$ cat src/sv/mts_pkg.sv
// ----------------------------------------------------------------------------
// Multi-timer scheduler package
// Shared constants, command and status codes, and controller interface types.
// ----------------------------------------------------------------------------
package mts_pkg;

  localparam int DEF_TIMER_SLOTS = 16;
  localparam int DEF_TIME_BITS   = 48;

  localparam int ID_W       = 32;
  localparam int DUR_W      = 32;
  localparam int PORT_TIME_W = 48;
  localparam int WIN_W      = 8;
  localparam int MINP_W     = 16;
  localparam int CMD_W      = 2;
  localparam int STATUS_W   = 3;
  localparam int CFG_IDX_W  = 1;
  localparam int CFG_DATA_W = 16;

  localparam int IN_DATA_W  = 168;
  localparam int OUT_DATA_W = 88;

  localparam logic [WIN_W-1:0]  WIN_RESET  = 8'd10;
  localparam logic [MINP_W-1:0] MINP_RESET = 16'd16;

  localparam logic [CMD_W-1:0] CMD_CREATE = 2'd0;
  localparam logic [CMD_W-1:0] CMD_DELETE = 2'd1;
  localparam logic [CMD_W-1:0] CMD_TICK   = 2'd2;

  localparam logic [STATUS_W-1:0] ST_FIRED     = 3'd0;
  localparam logic [STATUS_W-1:0] ST_CREATED   = 3'd1;
  localparam logic [STATUS_W-1:0] ST_DELETED   = 3'd2;
  localparam logic [STATUS_W-1:0] ST_NOT_FOUND = 3'd3;
  localparam logic [STATUS_W-1:0] ST_FULL      = 3'd4;
  localparam logic [STATUS_W-1:0] ST_NONE      = 3'd5;

  localparam logic [CFG_IDX_W-1:0] CFG_EARLY_WINDOW = 1'd0;
  localparam logic [CFG_IDX_W-1:0] CFG_MIN_PERIOD   = 1'd1;

  typedef struct packed {
    logic load;
    logic scan_start;
    logic act;
    logic rd_fire;
    logic fire;
    logic emit;
    logic emit_last;
  } mts_cmd_t;

  typedef struct packed {
    logic scan_done;
    logic is_create;
    logic is_delete;
    logic is_tick;
    logic pend_valid;
    logic cand_ok;
    logic out_free;
  } mts_stat_t;

endpackage

$ cat src/sv/multi_timer_scheduler_top.sv
// ----------------------------------------------------------------------------
// Multi-timer scheduler
// Table of software timers with create, delete and tick commands.
// ----------------------------------------------------------------------------
//  Channel  Direction  Transfer rule          Contents
//  in_      slave      in_tvalid & in_tready  tuser command; tdata timer fields
//  out_     master     out_tvalid & out_tready tuser status; tdata id, due, empty
//  cfg_     write      cfg_we                 early_fire_window, min_period
//
// Every command runs a scan of all slots, one slot per cycle from the table
// memories. Create and delete take two scans; a tick that fires k timers
// takes k + 1 scans, and a tick that fires nothing takes one scan.
// A new command is taken only when the previous one has handed all results to
// the output register; a stalled output holds the scheduler in place.
// Reset clears the slot valid bits and the control state.
// ----------------------------------------------------------------------------
module multi_timer_scheduler_top #(
  parameter int TIMER_SLOTS = mts_pkg::DEF_TIMER_SLOTS,
  parameter int TIME_BITS   = mts_pkg::DEF_TIME_BITS
) (
  input  logic                           clk,
  input  logic                           rst_n,
  input  logic                           in_tvalid,
  output logic                           in_tready,
  // timer_id[31:0], duration_ms[63:32], scheduled_time_ms[111:64],
  // repeat_flag[112], now_ms[160:113]
  input  logic [mts_pkg::IN_DATA_W-1:0]  in_tdata,
  // command[1:0]
  input  logic [mts_pkg::CMD_W-1:0]      in_tuser,
  output logic                           out_tvalid,
  input  logic                           out_tready,
  // fired_id[31:0], next_due_ms[79:32], table_empty[80]
  output logic [mts_pkg::OUT_DATA_W-1:0] out_tdata,
  // status[2:0]
  output logic [mts_pkg::STATUS_W-1:0]   out_tuser,
  output logic                           out_tlast,
  input  logic                           cfg_we,
  input  logic [mts_pkg::CFG_IDX_W-1:0]  cfg_index,
  input  logic [mts_pkg::CFG_DATA_W-1:0] cfg_wdata
);

  mts_pkg::mts_cmd_t  cmd;
  mts_pkg::mts_stat_t stat;

  mts_ctrl u_ctrl (
    .clk       (clk),
    .rst_n     (rst_n),
    .in_tvalid (in_tvalid),
    .in_tready (in_tready),
    .stat      (stat),
    .cmd       (cmd)
  );

  mts_dp #(
    .TIMER_SLOTS (TIMER_SLOTS),
    .TIME_BITS   (TIME_BITS)
  ) u_dp (
    .clk        (clk),
    .rst_n      (rst_n),
    .in_tdata   (in_tdata),
    .in_tuser   (in_tuser),
    .cfg_we     (cfg_we),
    .cfg_index  (cfg_index),
    .cfg_wdata  (cfg_wdata),
    .cmd        (cmd),
    .stat       (stat),
    .out_tvalid (out_tvalid),
    .out_tready (out_tready),
    .out_tdata  (out_tdata),
    .out_tuser  (out_tuser),
    .out_tlast  (out_tlast)
  );

endmodule

$ cat src/sv/mts_ctrl.sv
// ----------------------------------------------------------------------------
// Multi-timer scheduler controller
// Sequences slot scans, table updates, timer firing and result transfers.
// ----------------------------------------------------------------------------
module mts_ctrl (
  input  logic               clk,
  input  logic               rst_n,
  input  logic               in_tvalid,
  output logic               in_tready,
  input  mts_pkg::mts_stat_t stat,
  output mts_pkg::mts_cmd_t  cmd
);

  typedef enum logic [6:0] {
    S_IDLE = 7'b0000001,
    S_SCAN = 7'b0000010,
    S_EVAL = 7'b0000100,
    S_ACT  = 7'b0001000,
    S_EMIT = 7'b0010000,
    S_READ = 7'b0100000,
    S_FIRE = 7'b1000000
  } state_t;

  state_t state_r, state_nxt;
  logic   post_r, post_nxt;
  logic   cand_ok_eff;
  logic   emit_needed;

  assign cand_ok_eff = stat.is_tick && stat.cand_ok;
  assign emit_needed = stat.pend_valid || !cand_ok_eff;
  assign in_tready   = (state_r == S_IDLE);

  always_comb begin
    cmd       = '0;
    state_nxt = state_r;
    post_nxt  = post_r;
    unique case (state_r)
      S_IDLE: begin
        if (in_tvalid) begin
          cmd.load       = 1'b1;
          cmd.scan_start = 1'b1;
          post_nxt       = 1'b0;
          state_nxt      = S_SCAN;
        end
      end
      S_SCAN: begin
        if (stat.scan_done) begin
          state_nxt = S_EVAL;
        end
      end
      S_EVAL: begin
        if ((stat.is_create || stat.is_delete) && !post_r) begin
          state_nxt = S_ACT;
        end else if (emit_needed) begin
          state_nxt = S_EMIT;
        end else begin
          state_nxt = S_READ;
        end
      end
      S_ACT: begin
        cmd.act        = 1'b1;
        cmd.scan_start = 1'b1;
        post_nxt       = 1'b1;
        state_nxt      = S_SCAN;
      end
      S_EMIT: begin
        if (stat.out_free) begin
          cmd.emit      = 1'b1;
          cmd.emit_last = !cand_ok_eff;
          state_nxt     = cand_ok_eff ? S_READ : S_IDLE;
        end
      end
      S_READ: begin
        cmd.rd_fire = 1'b1;
        state_nxt   = S_FIRE;
      end
      S_FIRE: begin
        cmd.fire       = 1'b1;
        cmd.scan_start = 1'b1;
        state_nxt      = S_SCAN;
      end
      default: begin
        state_nxt = S_IDLE;
      end
    endcase
  end

  always_ff @(posedge clk) begin
    if (!rst_n) begin
      state_r <= S_IDLE;
      post_r  <= 1'b0;
    end else begin
      state_r <= state_nxt;
      post_r  <= post_nxt;
    end
  end

endmodule

$ cat src/sv/mts_dp.sv
// ----------------------------------------------------------------------------
// Multi-timer scheduler datapath
// Timer table memories, slot scan, table updates and the result register.
// ----------------------------------------------------------------------------
module mts_dp #(
  parameter int TIMER_SLOTS = mts_pkg::DEF_TIMER_SLOTS,
  parameter int TIME_BITS   = mts_pkg::DEF_TIME_BITS
) (
  input  logic                              clk,
  input  logic                              rst_n,
  input  logic [mts_pkg::IN_DATA_W-1:0]     in_tdata,
  input  logic [mts_pkg::CMD_W-1:0]         in_tuser,
  input  logic                              cfg_we,
  input  logic [mts_pkg::CFG_IDX_W-1:0]     cfg_index,
  input  logic [mts_pkg::CFG_DATA_W-1:0]    cfg_wdata,
  input  mts_pkg::mts_cmd_t                 cmd,
  output mts_pkg::mts_stat_t                stat,
  output logic                              out_tvalid,
  input  logic                              out_tready,
  output logic [mts_pkg::OUT_DATA_W-1:0]    out_tdata,
  output logic [mts_pkg::STATUS_W-1:0]      out_tuser,
  output logic                              out_tlast
);

  localparam int TW = TIME_BITS;
  localparam int IW = (TIMER_SLOTS > 1) ? $clog2(TIMER_SLOTS) : 1;
  localparam int PW = mts_pkg::PORT_TIME_W;
  localparam logic [TW-1:0] TMAX = '1;
  localparam logic [IW-1:0] LAST_IDX = IW'(TIMER_SLOTS - 1);

  function automatic logic [TW-1:0] sat_add(input logic [TW-1:0] a,
                                            input logic [mts_pkg::DUR_W-1:0] b);
    logic [TW:0] s;
    s = {1'b0, a} + (TW+1)'(b);
    return s[TW] ? TMAX : s[TW-1:0];
  endfunction

  // Configuration registers
  logic [mts_pkg::WIN_W-1:0]  win_r;
  logic [mts_pkg::MINP_W-1:0] minp_r;

  always_ff @(posedge clk) begin
    if (!rst_n) begin
      win_r  <= mts_pkg::WIN_RESET;
      minp_r <= mts_pkg::MINP_RESET;
    end else if (cfg_we) begin
      unique case (cfg_index)
        mts_pkg::CFG_EARLY_WINDOW: win_r  <= cfg_wdata[mts_pkg::WIN_W-1:0];
        mts_pkg::CFG_MIN_PERIOD:   minp_r <= cfg_wdata;
      endcase
    end
  end

  // Latched input item
  logic [mts_pkg::CMD_W-1:0] cmd_r;
  logic [mts_pkg::ID_W-1:0]  id_r;
  logic [mts_pkg::DUR_W-1:0] dur_r;
  logic [TW-1:0]             due_r;
  logic [TW-1:0]             now_r;
  logic                      rep_r;

  always_ff @(posedge clk) begin
    if (cmd.load) begin
      cmd_r <= in_tuser;
      id_r  <= in_tdata[31:0];
      dur_r <= in_tdata[63:32];
      due_r <= sat_add(TW'(in_tdata[111:64]), in_tdata[63:32]);
      rep_r <= in_tdata[112];
      now_r <= TW'(in_tdata[160:113]);
    end
  end

  // Table state
  logic [TIMER_SLOTS-1:0] valid_r;
  logic [TIMER_SLOTS-1:0] fired_r;

  logic [mts_pkg::ID_W-1:0]  id_mem  [TIMER_SLOTS];
  logic [TW-1:0]             due_mem [TIMER_SLOTS];
  logic [mts_pkg::DUR_W-1:0] per_mem [TIMER_SLOTS];
  logic                      rep_mem [TIMER_SLOTS];

  logic [mts_pkg::ID_W-1:0]  rd_id_r;
  logic [TW-1:0]             rd_due_r;
  logic [mts_pkg::DUR_W-1:0] rd_per_r;
  logic                      rd_rep_r;

  // Scan state
  logic          scan_act_r;
  logic [IW-1:0] scan_cnt_r;
  logic          rd_v_r;
  logic [IW-1:0] rd_idx_r;
  logic [TW-1:0] min_all_r;
  logic          cand_found_r;
  logic [IW-1:0] cand_idx_r;
  logic [TW-1:0] cand_due_r;
  logic          free_found_r;
  logic [IW-1:0] free_idx_r;
  logic          match_found_r;
  logic [IW-1:0] match_idx_r;

  // Pending result
  logic                         pend_valid_r;
  logic [mts_pkg::STATUS_W-1:0] pend_status_r;
  logic [mts_pkg::ID_W-1:0]     pend_id_r;

  // Result register
  logic                         out_valid_r;
  logic [mts_pkg::STATUS_W-1:0] out_status_r;
  logic [mts_pkg::ID_W-1:0]     out_id_r;
  logic [PW-1:0]                out_due_r;
  logic                         out_empty_r;
  logic                         out_last_r;

  logic                      is_create;
  logic                      is_delete;
  logic                      immediate;
  logic                      cr_we;
  logic                      due_we;
  logic [IW-1:0]             wr_idx;
  logic [TW-1:0]             due_wdata;
  logic [mts_pkg::DUR_W-1:0] per_val;
  logic [IW-1:0]             rd_addr;
  logic                      sv;
  logic                      sf;
  logic                      cand_ok;
  logic                      out_free;

  assign is_create = (cmd_r == mts_pkg::CMD_CREATE);
  assign is_delete = (cmd_r == mts_pkg::CMD_DELETE);
  assign immediate = !rep_r && (due_r <= now_r);
  assign cr_we     = cmd.act && is_create && !immediate && free_found_r;
  assign due_we    = cr_we || (cmd.fire && rd_rep_r);
  assign wr_idx    = cmd.fire ? cand_idx_r : free_idx_r;
  assign due_wdata = cmd.fire ? sat_add(now_r, rd_per_r) : due_r;
  assign per_val   = (dur_r < mts_pkg::DUR_W'(minp_r)) ? mts_pkg::DUR_W'(minp_r) : dur_r;
  assign rd_addr   = cmd.rd_fire ? cand_idx_r : scan_cnt_r;
  assign sv        = valid_r[rd_idx_r];
  assign sf        = fired_r[rd_idx_r];
  assign cand_ok   = cand_found_r &&
                     ((cand_due_r < TW'(win_r)) || (now_r > cand_due_r - TW'(win_r)));
  assign out_free  = !out_valid_r || out_tready;

  always_ff @(posedge clk) begin
    if (due_we) begin
      due_mem[wr_idx] <= due_wdata;
    end
    if (cr_we) begin
      id_mem[free_idx_r]  <= id_r;
      per_mem[free_idx_r] <= per_val;
      rep_mem[free_idx_r] <= rep_r;
    end
    rd_id_r  <= id_mem[rd_addr];
    rd_due_r <= due_mem[rd_addr];
    rd_per_r <= per_mem[rd_addr];
    rd_rep_r <= rep_mem[rd_addr];
  end

  always_ff @(posedge clk) begin
    if (!rst_n) begin
      valid_r <= '0;
      fired_r <= '0;
    end else begin
      if (cr_we) begin
        valid_r[free_idx_r] <= 1'b1;
      end
      if (cmd.act && is_delete && match_found_r) begin
        valid_r[match_idx_r] <= 1'b0;
      end
      if (cmd.fire && !rd_rep_r) begin
        valid_r[cand_idx_r] <= 1'b0;
      end
      if (cmd.load) begin
        fired_r <= '0;
      end else if (cmd.fire) begin
        fired_r[cand_idx_r] <= 1'b1;
      end
    end
  end

  always_ff @(posedge clk) begin
    if (!rst_n) begin
      scan_act_r <= 1'b0;
      rd_v_r     <= 1'b0;
      scan_cnt_r <= '0;
    end else begin
      rd_v_r <= scan_act_r;
      if (cmd.scan_start) begin
        scan_act_r <= 1'b1;
        scan_cnt_r <= '0;
      end else if (scan_act_r) begin
        scan_cnt_r <= scan_cnt_r + IW'(1);
        if (scan_cnt_r == LAST_IDX) begin
          scan_act_r <= 1'b0;
        end
      end
    end
  end

  always_ff @(posedge clk) begin
    rd_idx_r <= scan_cnt_r;
    if (cmd.scan_start) begin
      min_all_r     <= TMAX;
      cand_found_r  <= 1'b0;
      free_found_r  <= 1'b0;
      match_found_r <= 1'b0;
    end else if (rd_v_r) begin
      if (sv && (rd_due_r < min_all_r)) begin
        min_all_r <= rd_due_r;
      end
      if (sv && !sf && (!cand_found_r || (rd_due_r < cand_due_r))) begin
        cand_found_r <= 1'b1;
        cand_idx_r   <= rd_idx_r;
        cand_due_r   <= rd_due_r;
      end
      if (!sv && !free_found_r) begin
        free_found_r <= 1'b1;
        free_idx_r   <= rd_idx_r;
      end
      if (sv && (rd_id_r == id_r) && !match_found_r) begin
        match_found_r <= 1'b1;
        match_idx_r   <= rd_idx_r;
      end
    end
  end

  always_ff @(posedge clk) begin
    if (!rst_n) begin
      pend_valid_r <= 1'b0;
    end else if (cmd.load || cmd.emit) begin
      pend_valid_r <= 1'b0;
    end else if (cmd.act || cmd.fire) begin
      pend_valid_r <= 1'b1;
    end
  end

  always_ff @(posedge clk) begin
    if (cmd.fire) begin
      pend_status_r <= mts_pkg::ST_FIRED;
      pend_id_r     <= rd_id_r;
    end else if (cmd.act) begin
      pend_id_r <= '0;
      if (is_create) begin
        if (immediate) begin
          pend_status_r <= mts_pkg::ST_FIRED;
          pend_id_r     <= id_r;
        end else if (!free_found_r) begin
          pend_status_r <= mts_pkg::ST_FULL;
        end else begin
          pend_status_r <= mts_pkg::ST_CREATED;
        end
      end else begin
        pend_status_r <= match_found_r ? mts_pkg::ST_DELETED : mts_pkg::ST_NOT_FOUND;
      end
    end
  end

  always_ff @(posedge clk) begin
    if (!rst_n) begin
      out_valid_r <= 1'b0;
    end else if (cmd.emit) begin
      out_valid_r <= 1'b1;
    end else if (out_tready) begin
      out_valid_r <= 1'b0;
    end
  end

  always_ff @(posedge clk) begin
    if (cmd.emit) begin
      out_status_r <= pend_valid_r ? pend_status_r : mts_pkg::ST_NONE;
      out_id_r     <= pend_valid_r ? pend_id_r : '0;
      out_due_r    <= PW'(min_all_r);
      out_empty_r  <= ~|valid_r;
      out_last_r   <= cmd.emit_last;
    end
  end

  assign out_tvalid = out_valid_r;
  assign out_tuser  = out_status_r;
  assign out_tlast  = out_last_r;
  assign out_tdata  = {7'b0, out_empty_r, out_due_r, out_id_r};

  assign stat.scan_done  = !scan_act_r && !rd_v_r;
  assign stat.is_create  = is_create;
  assign stat.is_delete  = is_delete;
  assign stat.is_tick    = (cmd_r == mts_pkg::CMD_TICK);
  assign stat.pend_valid = pend_valid_r;
  assign stat.cand_ok    = cand_ok;
  assign stat.out_free   = out_free;

`ifndef SYNTH
  a_fire_live: assert property (@(posedge clk) disable iff (!rst_n)
    cmd.fire |-> valid_r[cand_idx_r] && !fired_r[cand_idx_r])
    else $error("Fire targets a slot that is empty or already fired.");

  a_store_free: assert property (@(posedge clk) disable iff (!rst_n)
    cr_we |-> !valid_r[free_idx_r])
    else $error("Create overwrites an occupied slot.");

  a_emit_free: assert property (@(posedge clk) disable iff (!rst_n)
    cmd.emit |-> out_free)
    else $error("Result loaded while the previous one is still held.");

  a_empty_due: assert property (@(posedge clk) disable iff (!rst_n)
    out_valid_r && out_empty_r |-> out_due_r == PW'(TMAX))
    else $error("Empty table reports a finite next due time.");

  a_fired_clear: assert property (@(posedge clk) disable iff (!rst_n)
    cmd.load |=> fired_r == '0)
    else $error("Fired marks survive into a new command.");
`endif

endmodule

$ cat config.mk
export PLATFORM = sky130hd
export DESIGN_NAME = multi_timer_scheduler_top
export DESIGN_NICKNAME = d
export VERILOG_FILES = /design/src/sv/mts_pkg.sv /design/src/sv/multi_timer_scheduler_top.sv /design/src/sv/mts_ctrl.sv /design/src/sv/mts_dp.sv
export SDC_FILE = /design/constraint.sdc
export NUM_CORES = 2
export LEC_CHECK = 0
export BUFFER_PORTS_ARGS = -buffer_cell sky130_fd_sc_hd__buf_2
export CORE_UTILIZATION = 56
export CTS_CLUSTER_SIZE = 12
export DETAILED_ROUTE_END_ITERATION = 8
export PLACE_DENSITY = 0.71
export SLEW_MARGIN = 15
export SYNTH_ARGS = -nofsm -noshare
export SYNTH_HDL_FRONTEND = slang
export SYNTH_SLANG_ARGS = --single-unit
$ cat constraint.sdc
create_clock -name clk -period 16.85 [get_ports clk]
set_input_delay 3.37 -clock clk [delete_from_list [all_inputs] [get_ports clk]]
set_output_delay 3.37 -clock clk [all_outputs]
set_load 0.1 [all_outputs]
==> impl_metrics.tcl <==
set metrics [dict create \
    grt_max_degree 147 \
    fp.dieW_um 422 \
    synth_ff_type "edfxtp_1" \
    netlist_area_um2 98800 \
    worstSetupPathType "register to register" \
    cts_tree "built" \
    multi_input_area_um2 27700 \
    routed_wl_mm 252 \
    crit_chain "inv_1 -> ha_1 -> nor2b_1 -> o21ai_0 -> a21oi_1 -> o21ai_1 -> a21oi_1 -> o21ai_1 -> o2111ai_1 -> nor4_1 -> xnor2_1 -> ha_1 -> nand4_1 -> nor3_1 -> nand4_1 -> nor4_1 -> o31a_1 -> nor3_1 -> a31oi_1 -> o21ba_2 -> nor2_1" \
    htreeDepth 4 \
    cts_hold_buf 0 \
    max_stage_delay_ns 0.71 \
    dp_hpwl_mm 151 \
    ys_seq_area_share_pct 70.2 \
    ys_ff_latch 2391 \
    critPathRequiredTime_ns 17.48 \
    setup_viol 0 \
    numCtsBuffers 233 \
    met2_length_mm 122 \
    timing.fmax_ghz 0.144 \
    wl_met1_mm 97.4 \
    fp.dieH_um 422 \
    syn2layout_area_growth_pct 11.7 \
    max-cap-violations 0 \
    wl_met3_mm 18.8 \
    dieArea_um2 178000 \
    initial_core_util_pct 56.6 \
    arrival_ns 7.59 \
    placed_cell_area_um2 103000 \
    synth_cell_type_count 87 \
    ff2ff_setup_slack_ns 9.88 \
    relSlewSlack_pct 20.1 \
    skew_ns 0.0905 \
    drc 0 \
    rows 153 \
    power.density_nw_per_um2 118 \
    drt_iter0_drc 6007 \
    yosysMostFrequentCell "edfxtp_1" \
    fillers 12200 \
    ys.warnings.count 0 \
    cts_resized 0 \
    avgRoutedWirePerCell_um 29.0 \
    cts_buffer_depth 3 \
    cts.sinks 2391 \
    grt_pass1_wl_mm 366 \
    cp-start-kind "register" \
    rsz0062_at_grt "false" \
    period_minus_slack_ns 6.97 \
    async_flop_share_pct 0 \
    path_buf_inv 1 \
    path_max_fanout 8 \
    critPathTopFamily "compound AO/OA/AOI/OAI gates" \
    io_pins 286 \
    port_buffers 271 \
    synth-edff-count 2148 \
    grt_use_total_pct 28.3 \
    vias 55000 \
    cts_root_buffer "clkbuf_16" \
    grt_antenna_before_repair 5 \
    synthTopCellsByArea "edfxtp_1, mux4_2, dfxtp_1, ha_1, nand2_1" \
    top_layer "met5" \
    synth_top_cell_area_share_pct 65.3 \
    via_per_inst 6.32 \
    status "completed" \
    hold_start "u_dp.scan_cnt_r[1]" \
    drv_slew 0 \
    synth_common_cells "edfxtp_1, mux4_2, nand2_1" \
    yosysTopAreaCell "edfxtp_1" \
    cp-end-kind "register" \
    worst-slew-pin-transition_ns 1.20 \
    clkLatencyLatePin_ns 0.92 \
    ant_nets 0 \
    firstDrtPassIters 6 \
    fin_crit_sh_pct 41.3 \
    r2r_start "u_dp.win_r[1]" \
    min_path_type "register to register" \
    clk_pin_slew_ns 0.06 \
    place.gp.congestion 0.891 \
    slowest_stage "o21ai_1" \
    final_area_um2 110000 \
    syn_area_per_cell_um2 16.9 \
    synthCells 5850 \
    setup_tns_ns 0 \
    first_global_vias 54700 \
    core-area_um2 175000 \
    hold_violations 0 \
    p_leak_uw 0.0393 \
    vdd_ir_drop_max_mv 0.112 \
    grt_overflow_total 0 \
    seqCellArea_um2 69400 \
    critPathLaunch "u_dp.win_r[1]" \
    cts_setup_buffers 0 \
    nNetsFinal 6656 \
    drive_gt1_share_pct 19.3 \
]
-- per-layer routing --
| layer | up-vias | GRT usage (%) |
|---|---|---|
| li1 | 23700 | - |
| met1 | 28300 | 37.7 |
| met2 | 2524 | 46.0 |
| met3 | 469 | 4.10 |
| met4 | 8 | 14.2 |
| met5 | - | 0 |
-- cells in the final DEF, fill, tap and decap left out, drive strengths merged, types with 40 or more instances in the layout --
master / instances
edfxtp: 2148
mux4: 462
nand2: 450
clkbuf: 390
buf: 374
ha: 278
dfxtp: 243
inv: 233
a21oi: 197
nor2: 169
and2: 160
a31oi: 136
a211oi: 136
a21o: 123
xnor2: 82
o21ai: 75
nand4: 69
nand3: 58
xor2: 57
mux2i: 56
nor3: 48
clkinv: 40
-- where the power goes --
part / internal [uW] / switching (uW) / leakage [uW]
clock: 2750 / 2220 / 0.00347
sequential: 6700 / 191 / 0.0216
combinational: 465 / 682 / 0.0142
total: 9920 / 3090 / 0.0393
-- cell families (layout without fill, tap and decap cells) --
family	after synthesis	count (layout)	synth area share [%]
AND/OR/NAND/NOR	1115	1115	5.48
multiplexers	540	540	11.4
buffers and inverters	518	1042	2.19
adder cells (fa/ha/maj)	281	281	3.58
XOR/XNOR	139	139	1.23
other	1	8	0.00380
AO/OA/AOI/OAI	865	865	5.94
flip-flops	2391	2391	70.2
-- registers in the layout (all words and copies together), names as in the netlist, 7 cells and up --
signal,count
u_dp.due_mem,768
u_dp.minp_r,16
u_dp.cand_due_r,48
u_dp.now_r,48
u_dp.fired_r,16
u_dp.out_id_r,32
u_dp.out_due_r,48
u_dp.min_all_r,48
u_dp.pend_id_r,32
u_dp.valid_r,16
u_dp.dur_r,32
u_dp.rd_per_r,32
u_ctrl.state_r,7
u_dp.rd_due_r,48
u_dp.rep_mem,16
u_dp.win_r,8
u_dp.due_r,48
u_dp.per_mem,512
u_dp.id_r,32
u_dp.rd_id_r,32
u_dp.id_mem,512
-- worst paths after layout --
check             cells past startpoint                to
setup / recovery                     21    u_dp.out_tlast
hold / removal                        0  u_dp.rd_idx_r[1]
setup reg to reg                     21    u_dp.out_tlast
hold reg to reg                       0  u_dp.rd_idx_r[1]
-- per-stage QoR --
step	power, uW	worst slack (ns)	std cells	hold WS (ns)	util, %
floorplan	7740	9.36	5856	0.378	-
global placement	8120	9.07	8273	0.428	59.0
detailed placement	8160	9.00	8273	0.424	59.0
CTS	13100	9.89	8705	0.440	63.2
global route	13400	9.55	8705	0.467	63.2
finish	13000	9.88	8706	0.442	63.2
-- area by class of cell --
| type | count | area share [%] |
|---|---|---|
| clock buffers | 390 | 6.05 |
| repair buffers | 374 | 1.98 |
| multi-input cells | 2947 | 25.1 |
| inverters | 236 | 0.836 |
| clock inverters | 42 | 0.541 |
| flip-flops and latches | 2391 | 62.9 |
| well taps | 2325 | 2.64 |
| diodes | 1 | 0.00227 |
Note: power is estimated with default switching activity, not from simulation.
